$ cat src/hw/rtl/hhs_pkg.sv
// Shared constants, codes and lookup functions for the HTTP header scanner.
// Used by the scanner top level and its port checker; depends on nothing.
package hhs_pkg;

    localparam int NAME_MAX_DEF  = 32;
    localparam int VALUE_MAX_DEF = 128;

    // Length of the header name "user-agent".
    localparam int KEY_LEN = 10;

    localparam logic [1:0] CMD_FEED    = 2'd0;
    localparam logic [1:0] CMD_RESTART = 2'd1;
    localparam logic [1:0] CMD_READ    = 2'd2;

    localparam logic [1:0] STATUS_SCANNING = 2'd0;
    localparam logic [1:0] STATUS_COMPLETE = 2'd1;
    localparam logic [1:0] STATUS_ERROR    = 2'd2;

    localparam logic [7:0] CHAR_HT    = 8'h09;
    localparam logic [7:0] CHAR_LF    = 8'h0a;
    localparam logic [7:0] CHAR_VT    = 8'h0b;
    localparam logic [7:0] CHAR_FF    = 8'h0c;
    localparam logic [7:0] CHAR_CR    = 8'h0d;
    localparam logic [7:0] CHAR_SP    = 8'h20;
    localparam logic [7:0] CHAR_COLON = 8'h3a;

    // Lower-case spelling of the header name that selects the agent string.
    function automatic logic [7:0] agent_key_char(input logic [3:0] idx);
        logic [7:0] ch;
        case (idx)
            4'd0:    ch = 8'h75; // u
            4'd1:    ch = 8'h73; // s
            4'd2:    ch = 8'h65; // e
            4'd3:    ch = 8'h72; // r
            4'd4:    ch = 8'h2d; // -
            4'd5:    ch = 8'h61; // a
            4'd6:    ch = 8'h67; // g
            4'd7:    ch = 8'h65; // e
            4'd8:    ch = 8'h6e; // n
            4'd9:    ch = 8'h74; // t
            default: ch = 8'h00;
        endcase
        return ch;
    endfunction

    function automatic logic [7:0] to_lower(input logic [7:0] ch);
        logic [7:0] res;
        res = ch;
        if (ch >= 8'h41 && ch <= 8'h5a) begin
            res = ch + 8'h20;
        end
        return res;
    endfunction

endpackage

$ cat src/hw/rtl/hhs_ram.sv
// Generic simple dual-port RAM: one write port, one registered read port.
// Standalone; used for the value and agent byte buffers of the scanner.
module hhs_ram #(
    parameter int WIDTH = 8,
    parameter int DEPTH = 128
) (
    input  logic                     i_clk,
    input  logic                     i_wr_en,
    input  logic [$clog2(DEPTH)-1:0] i_wr_addr,
    input  logic [WIDTH-1:0]         i_wr_data,
    input  logic                     i_rd_en,
    input  logic [$clog2(DEPTH)-1:0] i_rd_addr,
    output logic [WIDTH-1:0]         o_rd_data
);

    logic [WIDTH-1:0] r_mem [DEPTH];
    logic [WIDTH-1:0] r_rd_data;

    always_ff @(posedge i_clk) begin
        if (i_wr_en) begin
            r_mem[i_wr_addr] <= i_wr_data;
        end
        if (i_rd_en) begin
            r_rd_data <= r_mem[i_rd_addr];
        end
    end

    assign o_rd_data = r_rd_data;

endmodule

$ cat src/hw/rtl/http_header_scanner_top.sv
// HTTP header scanner: one transfer per cycle while not stalled; each result passes through the
// buffer read stage and then the output register, and is held there longer under stall.
// Throughput is one byte or command per cycle while the input side is not stalled.
// Reset (synchronous, active low) returns the scan to its begin state and empties the agent
// string; the two byte buffers are not cleared and are only read where they were written.
// Depends on hhs_pkg and hhs_ram.
module http_header_scanner_top #(
    parameter int NAME_MAX  = hhs_pkg::NAME_MAX_DEF,
    parameter int VALUE_MAX = hhs_pkg::VALUE_MAX_DEF
) (
    input  logic       i_clk,
    input  logic       i_rst_n,
    input  logic       i_valid,
    output logic       o_stall,
    input  logic [1:0] i_cmd,
    input  logic [7:0] i_data_byte,
    input  logic [6:0] i_read_index,
    output logic       o_valid,
    input  logic       i_stall,
    output logic [1:0] o_scan_status,
    output logic       o_header_done,
    output logic       o_agent_updated,
    output logic [6:0] o_agent_length,
    output logic [7:0] o_agent_byte
);

    // Name counter width holds NAME_MAX-1; buffer address width holds VALUE_MAX-1.
    localparam int NW     = $clog2(NAME_MAX);
    localparam int AW     = $clog2(VALUE_MAX);
    localparam int LEXT_W = AW + 7;

    localparam logic [NW-1:0] NAME_LIM = NW'(NAME_MAX - 1);
    localparam logic [NW-1:0] KEY_CNT  = NW'(hhs_pkg::KEY_LEN);
    localparam logic [AW-1:0] VAL_LIM  = AW'(VALUE_MAX - 1);

    typedef enum logic [6:0] {
        ST_BEGIN    = 7'b0000001,
        ST_NAME     = 7'b0000010,
        ST_VALUE    = 7'b0000100,
        ST_HDREND   = 7'b0001000,
        ST_SCANEND  = 7'b0010000,
        ST_COMPLETE = 7'b0100000,
        ST_ERROR    = 7'b1000000
    } t_scan_state;

    // The design keeps two byte buffers of VALUE_MAX entries. One holds the current agent
    // string, the other collects the value of the header being scanned. When a user-agent
    // header ends, the roles swap and the leading whitespace count becomes the agent start
    // offset, so no copy of the string is ever needed. Writes always go to the value
    // buffer and reads to the agent buffer, so the two never meet on one memory.

    t_scan_state r_state, n_state;
    logic [NW-1:0] r_name_cnt, n_name_cnt;
    logic          r_name_match, n_name_match;
    logic [AW-1:0] r_val_cnt, n_val_cnt;
    logic [AW-1:0] r_lead, n_lead;
    logic          r_all_ws, n_all_ws;
    logic          r_sel, n_sel;
    logic [AW-1:0] r_agent_start, n_agent_start;
    logic [AW-1:0] r_agent_len, n_agent_len;

    // Read stage: control fields of the transfer whose buffer read is in flight.
    logic       r_s1_valid;
    logic [1:0] r_s1_status;
    logic       r_s1_done;
    logic       r_s1_upd;
    logic [6:0] r_s1_len;
    logic       r_s1_rd;
    logic       r_s1_sel;

    // Output register.
    logic       r_o_valid;
    logic [1:0] r_o_status;
    logic       r_o_done;
    logic       r_o_upd;
    logic [6:0] r_o_len;
    logic [7:0] r_o_byte;

    logic accept;
    logic s1_adv;
    logic done;
    logic upd;
    logic rd;
    logic wr;
    logic hit;
    logic is_ws;
    logic [NW-1:0]     take_cnt;
    logic              take_match;
    logic [LEXT_W-1:0] idx_ext;
    logic [LEXT_W-1:0] len_cur_ext;
    logic [LEXT_W-1:0] len_new_ext;
    logic [LEXT_W-1:0] addr_sum;
    logic [AW-1:0]     rd_addr;
    logic [1:0]        status;
    logic [7:0]        rd_data0;
    logic [7:0]        rd_data1;
    logic [7:0]        lower_byte;

    // The input side stalls only when the read stage is full and cannot move on.
    assign s1_adv  = r_s1_valid && (!r_o_valid || !i_stall);
    assign o_stall = r_s1_valid && r_o_valid && i_stall;
    assign accept  = i_valid && !o_stall;

    // Name byte intake: counts up to NAME_MAX-1 and tracks the match against the key.
    assign lower_byte = hhs_pkg::to_lower(i_data_byte);
    always_comb begin
        take_cnt   = r_name_cnt;
        take_match = r_name_match;
        if (r_name_cnt < NAME_LIM) begin
            if (r_name_cnt >= KEY_CNT ||
                lower_byte != hhs_pkg::agent_key_char(r_name_cnt[3:0])) begin
                take_match = 1'b0;
            end
            take_cnt = r_name_cnt + NW'(1);
        end
    end

    assign is_ws = (i_data_byte == hhs_pkg::CHAR_SP) || (i_data_byte == hhs_pkg::CHAR_HT) ||
                   (i_data_byte == hhs_pkg::CHAR_VT) || (i_data_byte == hhs_pkg::CHAR_FF);

    assign hit = r_name_match && (r_name_cnt == KEY_CNT);

    // Agent read address: start offset plus index, valid only below the stored length.
    assign idx_ext     = LEXT_W'(i_read_index);
    assign len_cur_ext = LEXT_W'(r_agent_len);
    assign addr_sum    = LEXT_W'(r_agent_start) + idx_ext;
    assign rd_addr     = addr_sum[AW-1:0];

    always_comb begin
        n_state       = r_state;
        n_name_cnt    = r_name_cnt;
        n_name_match  = r_name_match;
        n_val_cnt     = r_val_cnt;
        n_lead        = r_lead;
        n_all_ws      = r_all_ws;
        n_sel         = r_sel;
        n_agent_start = r_agent_start;
        n_agent_len   = r_agent_len;
        done          = 1'b0;
        upd           = 1'b0;
        rd            = 1'b0;
        wr            = 1'b0;
        case (i_cmd)
            hhs_pkg::CMD_FEED: begin
                case (r_state)
                    ST_BEGIN: begin
                        if (i_data_byte == hhs_pkg::CHAR_CR) begin
                            n_state = ST_SCANEND;
                        end else if (i_data_byte == hhs_pkg::CHAR_LF) begin
                            n_state = ST_COMPLETE;
                        end else begin
                            n_name_cnt   = take_cnt;
                            n_name_match = take_match;
                            n_state      = ST_NAME;
                        end
                    end
                    ST_NAME: begin
                        if (i_data_byte == hhs_pkg::CHAR_COLON) begin
                            n_val_cnt = '0;
                            n_lead    = '0;
                            n_all_ws  = 1'b1;
                            n_state   = ST_VALUE;
                        end else if (i_data_byte <= hhs_pkg::CHAR_SP) begin
                            n_state = ST_ERROR;
                        end else begin
                            n_name_cnt   = take_cnt;
                            n_name_match = take_match;
                        end
                    end
                    ST_VALUE: begin
                        if (i_data_byte == hhs_pkg::CHAR_CR) begin
                            n_state = ST_HDREND;
                        end else if (i_data_byte == hhs_pkg::CHAR_LF) begin
                            done = 1'b1;
                        end else if (r_val_cnt < VAL_LIM) begin
                            wr        = 1'b1;
                            n_val_cnt = r_val_cnt + AW'(1);
                            if (r_all_ws && is_ws) begin
                                n_lead = r_lead + AW'(1);
                            end else begin
                                n_all_ws = 1'b0;
                            end
                        end
                    end
                    ST_HDREND: begin
                        if (i_data_byte == hhs_pkg::CHAR_LF) begin
                            done = 1'b1;
                        end else begin
                            n_state = ST_ERROR;
                        end
                    end
                    ST_SCANEND: begin
                        n_state = (i_data_byte == hhs_pkg::CHAR_LF) ? ST_COMPLETE : ST_ERROR;
                    end
                    default: begin
                        // A byte after completion, or any byte in error, is an error.
                        n_state = ST_ERROR;
                    end
                endcase
                if (done) begin
                    // End of a header line: swap buffers on a user-agent header.
                    upd = hit;
                    if (hit) begin
                        n_sel         = ~r_sel;
                        n_agent_start = r_lead;
                        n_agent_len   = r_val_cnt - r_lead;
                    end
                    n_state      = ST_BEGIN;
                    n_name_cnt   = '0;
                    n_name_match = 1'b1;
                    n_val_cnt    = '0;
                    n_lead       = '0;
                    n_all_ws     = 1'b1;
                end
            end
            hhs_pkg::CMD_RESTART: begin
                n_state      = ST_BEGIN;
                n_name_cnt   = '0;
                n_name_match = 1'b1;
                n_val_cnt    = '0;
                n_lead       = '0;
                n_all_ws     = 1'b1;
            end
            hhs_pkg::CMD_READ: begin
                rd = (idx_ext < len_cur_ext);
            end
            default: begin
                // The unused command leaves all state alone and reads nothing.
            end
        endcase
    end

    always_comb begin
        case (n_state)
            ST_COMPLETE: status = hhs_pkg::STATUS_COMPLETE;
            ST_ERROR:    status = hhs_pkg::STATUS_ERROR;
            default:     status = hhs_pkg::STATUS_SCANNING;
        endcase
    end

    assign len_new_ext = LEXT_W'(n_agent_len);

    // Buffer zero collects values while r_sel is high; buffer one while it is low.
    hhs_ram #(
        .WIDTH (8),
        .DEPTH (VALUE_MAX)
    ) u_buf0 (
        .i_clk     (i_clk),
        .i_wr_en   (accept && wr && r_sel),
        .i_wr_addr (r_val_cnt),
        .i_wr_data (i_data_byte),
        .i_rd_en   (accept && rd && !r_sel),
        .i_rd_addr (rd_addr),
        .o_rd_data (rd_data0)
    );

    hhs_ram #(
        .WIDTH (8),
        .DEPTH (VALUE_MAX)
    ) u_buf1 (
        .i_clk     (i_clk),
        .i_wr_en   (accept && wr && !r_sel),
        .i_wr_addr (r_val_cnt),
        .i_wr_data (i_data_byte),
        .i_rd_en   (accept && rd && r_sel),
        .i_rd_addr (rd_addr),
        .o_rd_data (rd_data1)
    );

    always_ff @(posedge i_clk) begin
        if (!i_rst_n) begin
            r_state       <= ST_BEGIN;
            r_name_cnt    <= '0;
            r_name_match  <= 1'b1;
            r_val_cnt     <= '0;
            r_lead        <= '0;
            r_all_ws      <= 1'b1;
            r_sel         <= 1'b0;
            r_agent_start <= '0;
            r_agent_len   <= '0;
        end else if (accept) begin
            r_state       <= n_state;
            r_name_cnt    <= n_name_cnt;
            r_name_match  <= n_name_match;
            r_val_cnt     <= n_val_cnt;
            r_lead        <= n_lead;
            r_all_ws      <= n_all_ws;
            r_sel         <= n_sel;
            r_agent_start <= n_agent_start;
            r_agent_len   <= n_agent_len;
        end
    end

    // Read stage. The RAM read data holds while the stage waits, since a read is only
    // issued together with a new transfer into this stage.
    always_ff @(posedge i_clk) begin
        if (!i_rst_n) begin
            r_s1_valid <= 1'b0;
        end else if (accept) begin
            r_s1_valid <= 1'b1;
        end else if (s1_adv) begin
            r_s1_valid <= 1'b0;
        end
    end

    always_ff @(posedge i_clk) begin
        if (accept) begin
            r_s1_status <= status;
            r_s1_done   <= done;
            r_s1_upd    <= upd;
            r_s1_len    <= len_new_ext[6:0];
            r_s1_rd     <= rd;
            r_s1_sel    <= r_sel;
        end
    end

    always_ff @(posedge i_clk) begin
        if (!i_rst_n) begin
            r_o_valid <= 1'b0;
        end else if (s1_adv) begin
            r_o_valid <= 1'b1;
        end else if (r_o_valid && !i_stall) begin
            r_o_valid <= 1'b0;
        end
    end

    always_ff @(posedge i_clk) begin
        if (s1_adv) begin
            r_o_status <= r_s1_status;
            r_o_done   <= r_s1_done;
            r_o_upd    <= r_s1_upd;
            r_o_len    <= r_s1_len;
            r_o_byte   <= r_s1_rd ? (r_s1_sel ? rd_data1 : rd_data0) : 8'h00;
        end
    end

    assign o_valid         = r_o_valid;
    assign o_scan_status   = r_o_status;
    assign o_header_done   = r_o_done;
    assign o_agent_updated = r_o_upd;
    assign o_agent_length  = r_o_len;
    assign o_agent_byte    = r_o_byte;

endmodule

$ cat config.mk
export PLATFORM = sky130hd
export DESIGN_NAME = http_header_scanner_top
export DESIGN_NICKNAME = d
export VERILOG_FILES = /design/src/hw/rtl/hhs_pkg.sv /design/src/hw/rtl/hhs_ram.sv /design/src/hw/rtl/http_header_scanner_top.sv
export SDC_FILE = /design/constraint.sdc
export NUM_CORES = 2
export LEC_CHECK = 0
export ABC_CLOCK_PERIOD_IN_PS = 4300
export BUFFER_PORTS_ARGS = -buffer_cell sky130_fd_sc_hd__buf_4
export CORE_MARGIN = 1.5
export CORE_UTILIZATION = 57
export DETAILED_ROUTE_END_ITERATION = 8
export PLACE_DENSITY = 0.88
export SYNTH_ARGS = -nofsm -noshare
export SYNTH_HDL_FRONTEND = slang
export SYNTH_HIERARCHICAL = 1
export SYNTH_SLANG_ARGS = --single-unit
$ cat constraint.sdc
create_clock -name i_clk -period 4.3 [get_ports i_clk]
set_input_delay 0.86 -clock i_clk [delete_from_list [all_inputs] [get_ports i_clk]]
set_output_delay 0.86 -clock i_clk [all_outputs]
set_load 0.005 [all_outputs]
==> impl_metrics.tcl <==
set metrics [dict create \
    status "finished with violations" \
    violations "DRC, setup timing" \
    leakage_uw 0.03052 \
    ys_types 71 \
    drtPass1Iterations 9 \
    avgRoutedWirePerCell_um 39.68 \
    initial_core_util_pct 57.65 \
    synth_largest_area_cell "edfxtp_1" \
    layout_commonest_cell "edfxtp_1" \
    synth_ff_type "edfxtp_1" \
    crit_path_end_kind "flip-flop" \
    fp.dieH_um 387.4 \
    setup_viol 144 \
    p_per_area_mw_per_mm2 440.8 \
    synth_cells 3781 \
    placed_area_sq_mm 0.09004 \
    cp_max_fo 8 \
    port_buffers 41 \
    gp_congestion 0.8872 \
    ys_warn_count 6 \
    max_freq_ghz 0.2271 \
    antenna_found_initial 18 \
    cts_max_path_buffers 3 \
    grt_overflow 0 \
    peakVddDrop_mv 0.4586 \
    route.detailed.drc 19 \
    syn_to_final_growth_pct 14.21 \
    synth_edf_count 2096 \
    p_total_uw 42400 \
    synth_nets 3828 \
    cts_max_level 4 \
    nets 4302 \
    grt_max_degree 257 \
    post-cts-setup-buffer-count 0 \
    cts_tree "built" \
    cp.arrival_ns 4.94 \
    hold_depth 3 \
    design_area_sq_mm 0.09618 \
    detail-route-antenna-nets 0 \
    synth.avg_cell_area_sq_um 22.27 \
    dp_hpwl_um 133100 \
    fin_worst_skew_ns 0.04754 \
    grt_pass1_vias 47570 \
    worstPathCellList "or4_4 -> or3_1 -> nor4_2 -> nor2b_1 -> nor2b_1 -> nand2_1 -> buf_4 -> nor2_1 -> buf_4" \
    cts-root-buf "clkbuf_16" \
    clkLatencyLatePin_ns 0.86 \
    whs_ns 0.2754 \
    period_share_pct 102.4 \
    viasPerCell 7.528 \
    die_area_sq_mm 0.1501 \
    grtUsageTotal_pct 33.68 \
    cp_data_required_time_ns 4.84 \
    vias 47660 \
    cts_buffers 193 \
    layout_common_cells "2096 x edfxtp_1, 672 x mux4_2, 415 x buf_4" \
    core_sq_mm 0.1461 \
    ys_seq_area_share_pct 75.97 \
    finalHoldViolations 0 \
    fin_ws_ns -0.1042 \
    synth_top_area_share_pct 74.74 \
    synth-async-reset-ratio_pct 0 \
    wl_um 251200 \
    cp-start-kind "flip-flop" \
    ioPinCount 42 \
    die_w_um 387.4 \
    drtIter0Drc 9368 \
    tightest_slew_ns 1.233 \
    rows 140 \
    cts.clk_slew.worst_paths_ns 0.07 \
    period_minus_slack_ns 4.404 \
    place_ws_ns -0.2456 \
    reg2reg_depth 9 \
    max_cap_violations 0 \
    slew_violations 0 \
    grt_pass1_wl_um 357200 \
    worstSetupPathType "reg2reg" \
    critPathSlowestCell "or4_4" \
    slew_headroom_pct 17.77 \
    hp-class "in2reg" \
    synth_top_cells_by_area "edfxtp_1 75%, mux4_2 18%, nor2_1 1.3%" \
    ys_seq_elements 2148 \
    cts_sinks 2148 \
    slowest_delay_ns 0.64 \
    drive_gt1_share_pct 33.03 \
    syn_area_sq_mm 0.08422 \
    reg2reg_slack_ns -0.10 \
]
==> metal layers <==
metal / GRT usage [%] / wire length (um) / vias to the layer above
met5: 0 / 157 / -
met3: 10.42 / 36670 / 1440
li1: - / - / 16840
met1: 41.66 / 76470 / 23870
met2: 52.25 / 117000 / 5486
met4: 21.25 / 20930 / 22
==> per-stage QoR <==
stage          util, %  cells  setup TNS [ns]
6_report         65.84   6331          -7.131
5_1_grt          65.82   6320       -0.005189
3_5_place_dp     61.63   5976          -3.364
2_1_floorplan        -   3781               0
4_1_cts          65.79   6318               0
3_3_place_gp     61.63   5976          -2.799
==> worst max-delay path: cells and delay by family (launching register included) <==
kind	cells	cell delay [ns]
buffers and inverters	2	0.58
flip-flops	1	0.43
AND/OR/NAND/NOR	7	3.08
==> synthesized netlist by cell type (22+ instances only) <==
library cell	number
buf_1	37
nor2_1	281
nand2_1	79
inv_1	27
buf_4	22
ha_1	24
edfxtp_1	2096
clkbuf_1	99
mux4_2	672
buf_2	34
nor3_1	28
nand3_1	35
dfxtp_1	52
a21oi_1	42
nor2b_1	32
==> where the power goes <==
part / total, uW / internal (uW) / switching [uW] / leakage [uW]
clock network: 17200 / 9330 / 7830 / 0.00296
registers: 23000 / 23000 / 27.5 / 0.0193
logic: 2220 / 901 / 1320 / 0.00828
total: 42400 / 33200 / 9180 / 0.0305
==> flip-flops by register name, indices dropped and copies added (netlist names), 2 cells and up, named ones only <==
| name | flops |
|---|---|
| o_scan_status | 2 |
| r_agent_start | 7 |
| r_agent_len | 7 |
| r_val_cnt | 7 |
| u_buf0/r_mem | 1024 |
| o_agent_byte | 8 |
| r_s1_len | 7 |
| r_s1_status | 2 |
| u_buf1/o_rd_data | 8 |
| r_lead | 7 |
| r_state | 7 |
| r_name_cnt | 5 |
| o_agent_length | 7 |
| u_buf1/r_mem | 1024 |
| u_buf0/o_rd_data | 8 |
==> layout make-up <==
cell class,instances,area [sq um]
flip-flops and latches,2148,63980
fillers,8016,49910
multi-input cells,1409,19330
clock buffers,241,5116
repair buffers,474,4254
well taps,1917,2399
clock inverters,101,957.2
inverters,29,116.4
diodes,12,30.03
==> kinds of logic after synthesis <==
| family | share of synthesized area (%) |
|---|---|
| xor gates and xnor gates | 0.3016 |
| adders and majority gates | 0.4160 |
| muxes | 18.31 |
| and+or+nand+nor | 2.936 |
| buffers and inverters | 1.174 |
| AOI/OAI and AO/OA | 0.8944 |
| DFF | 75.97 |
==> path summary, 6_finish.rpt <==
path,start,to
worst max-delay path,r_state[4],u_buf1/r_mem[34][3]
worst min-delay path,i_valid,r_s1_valid
worst max register to register,r_state[4],u_buf1/r_mem[34][3]
worst min register to register,r_s1_upd,o_agent_updated
==> repair_timing <==
action	4_1_cts	5_1_grt
gates resized for setup	2	1
hold buffers	0	0
setup endpoints to repair	36	149
(Power assumes the default switching activity.)
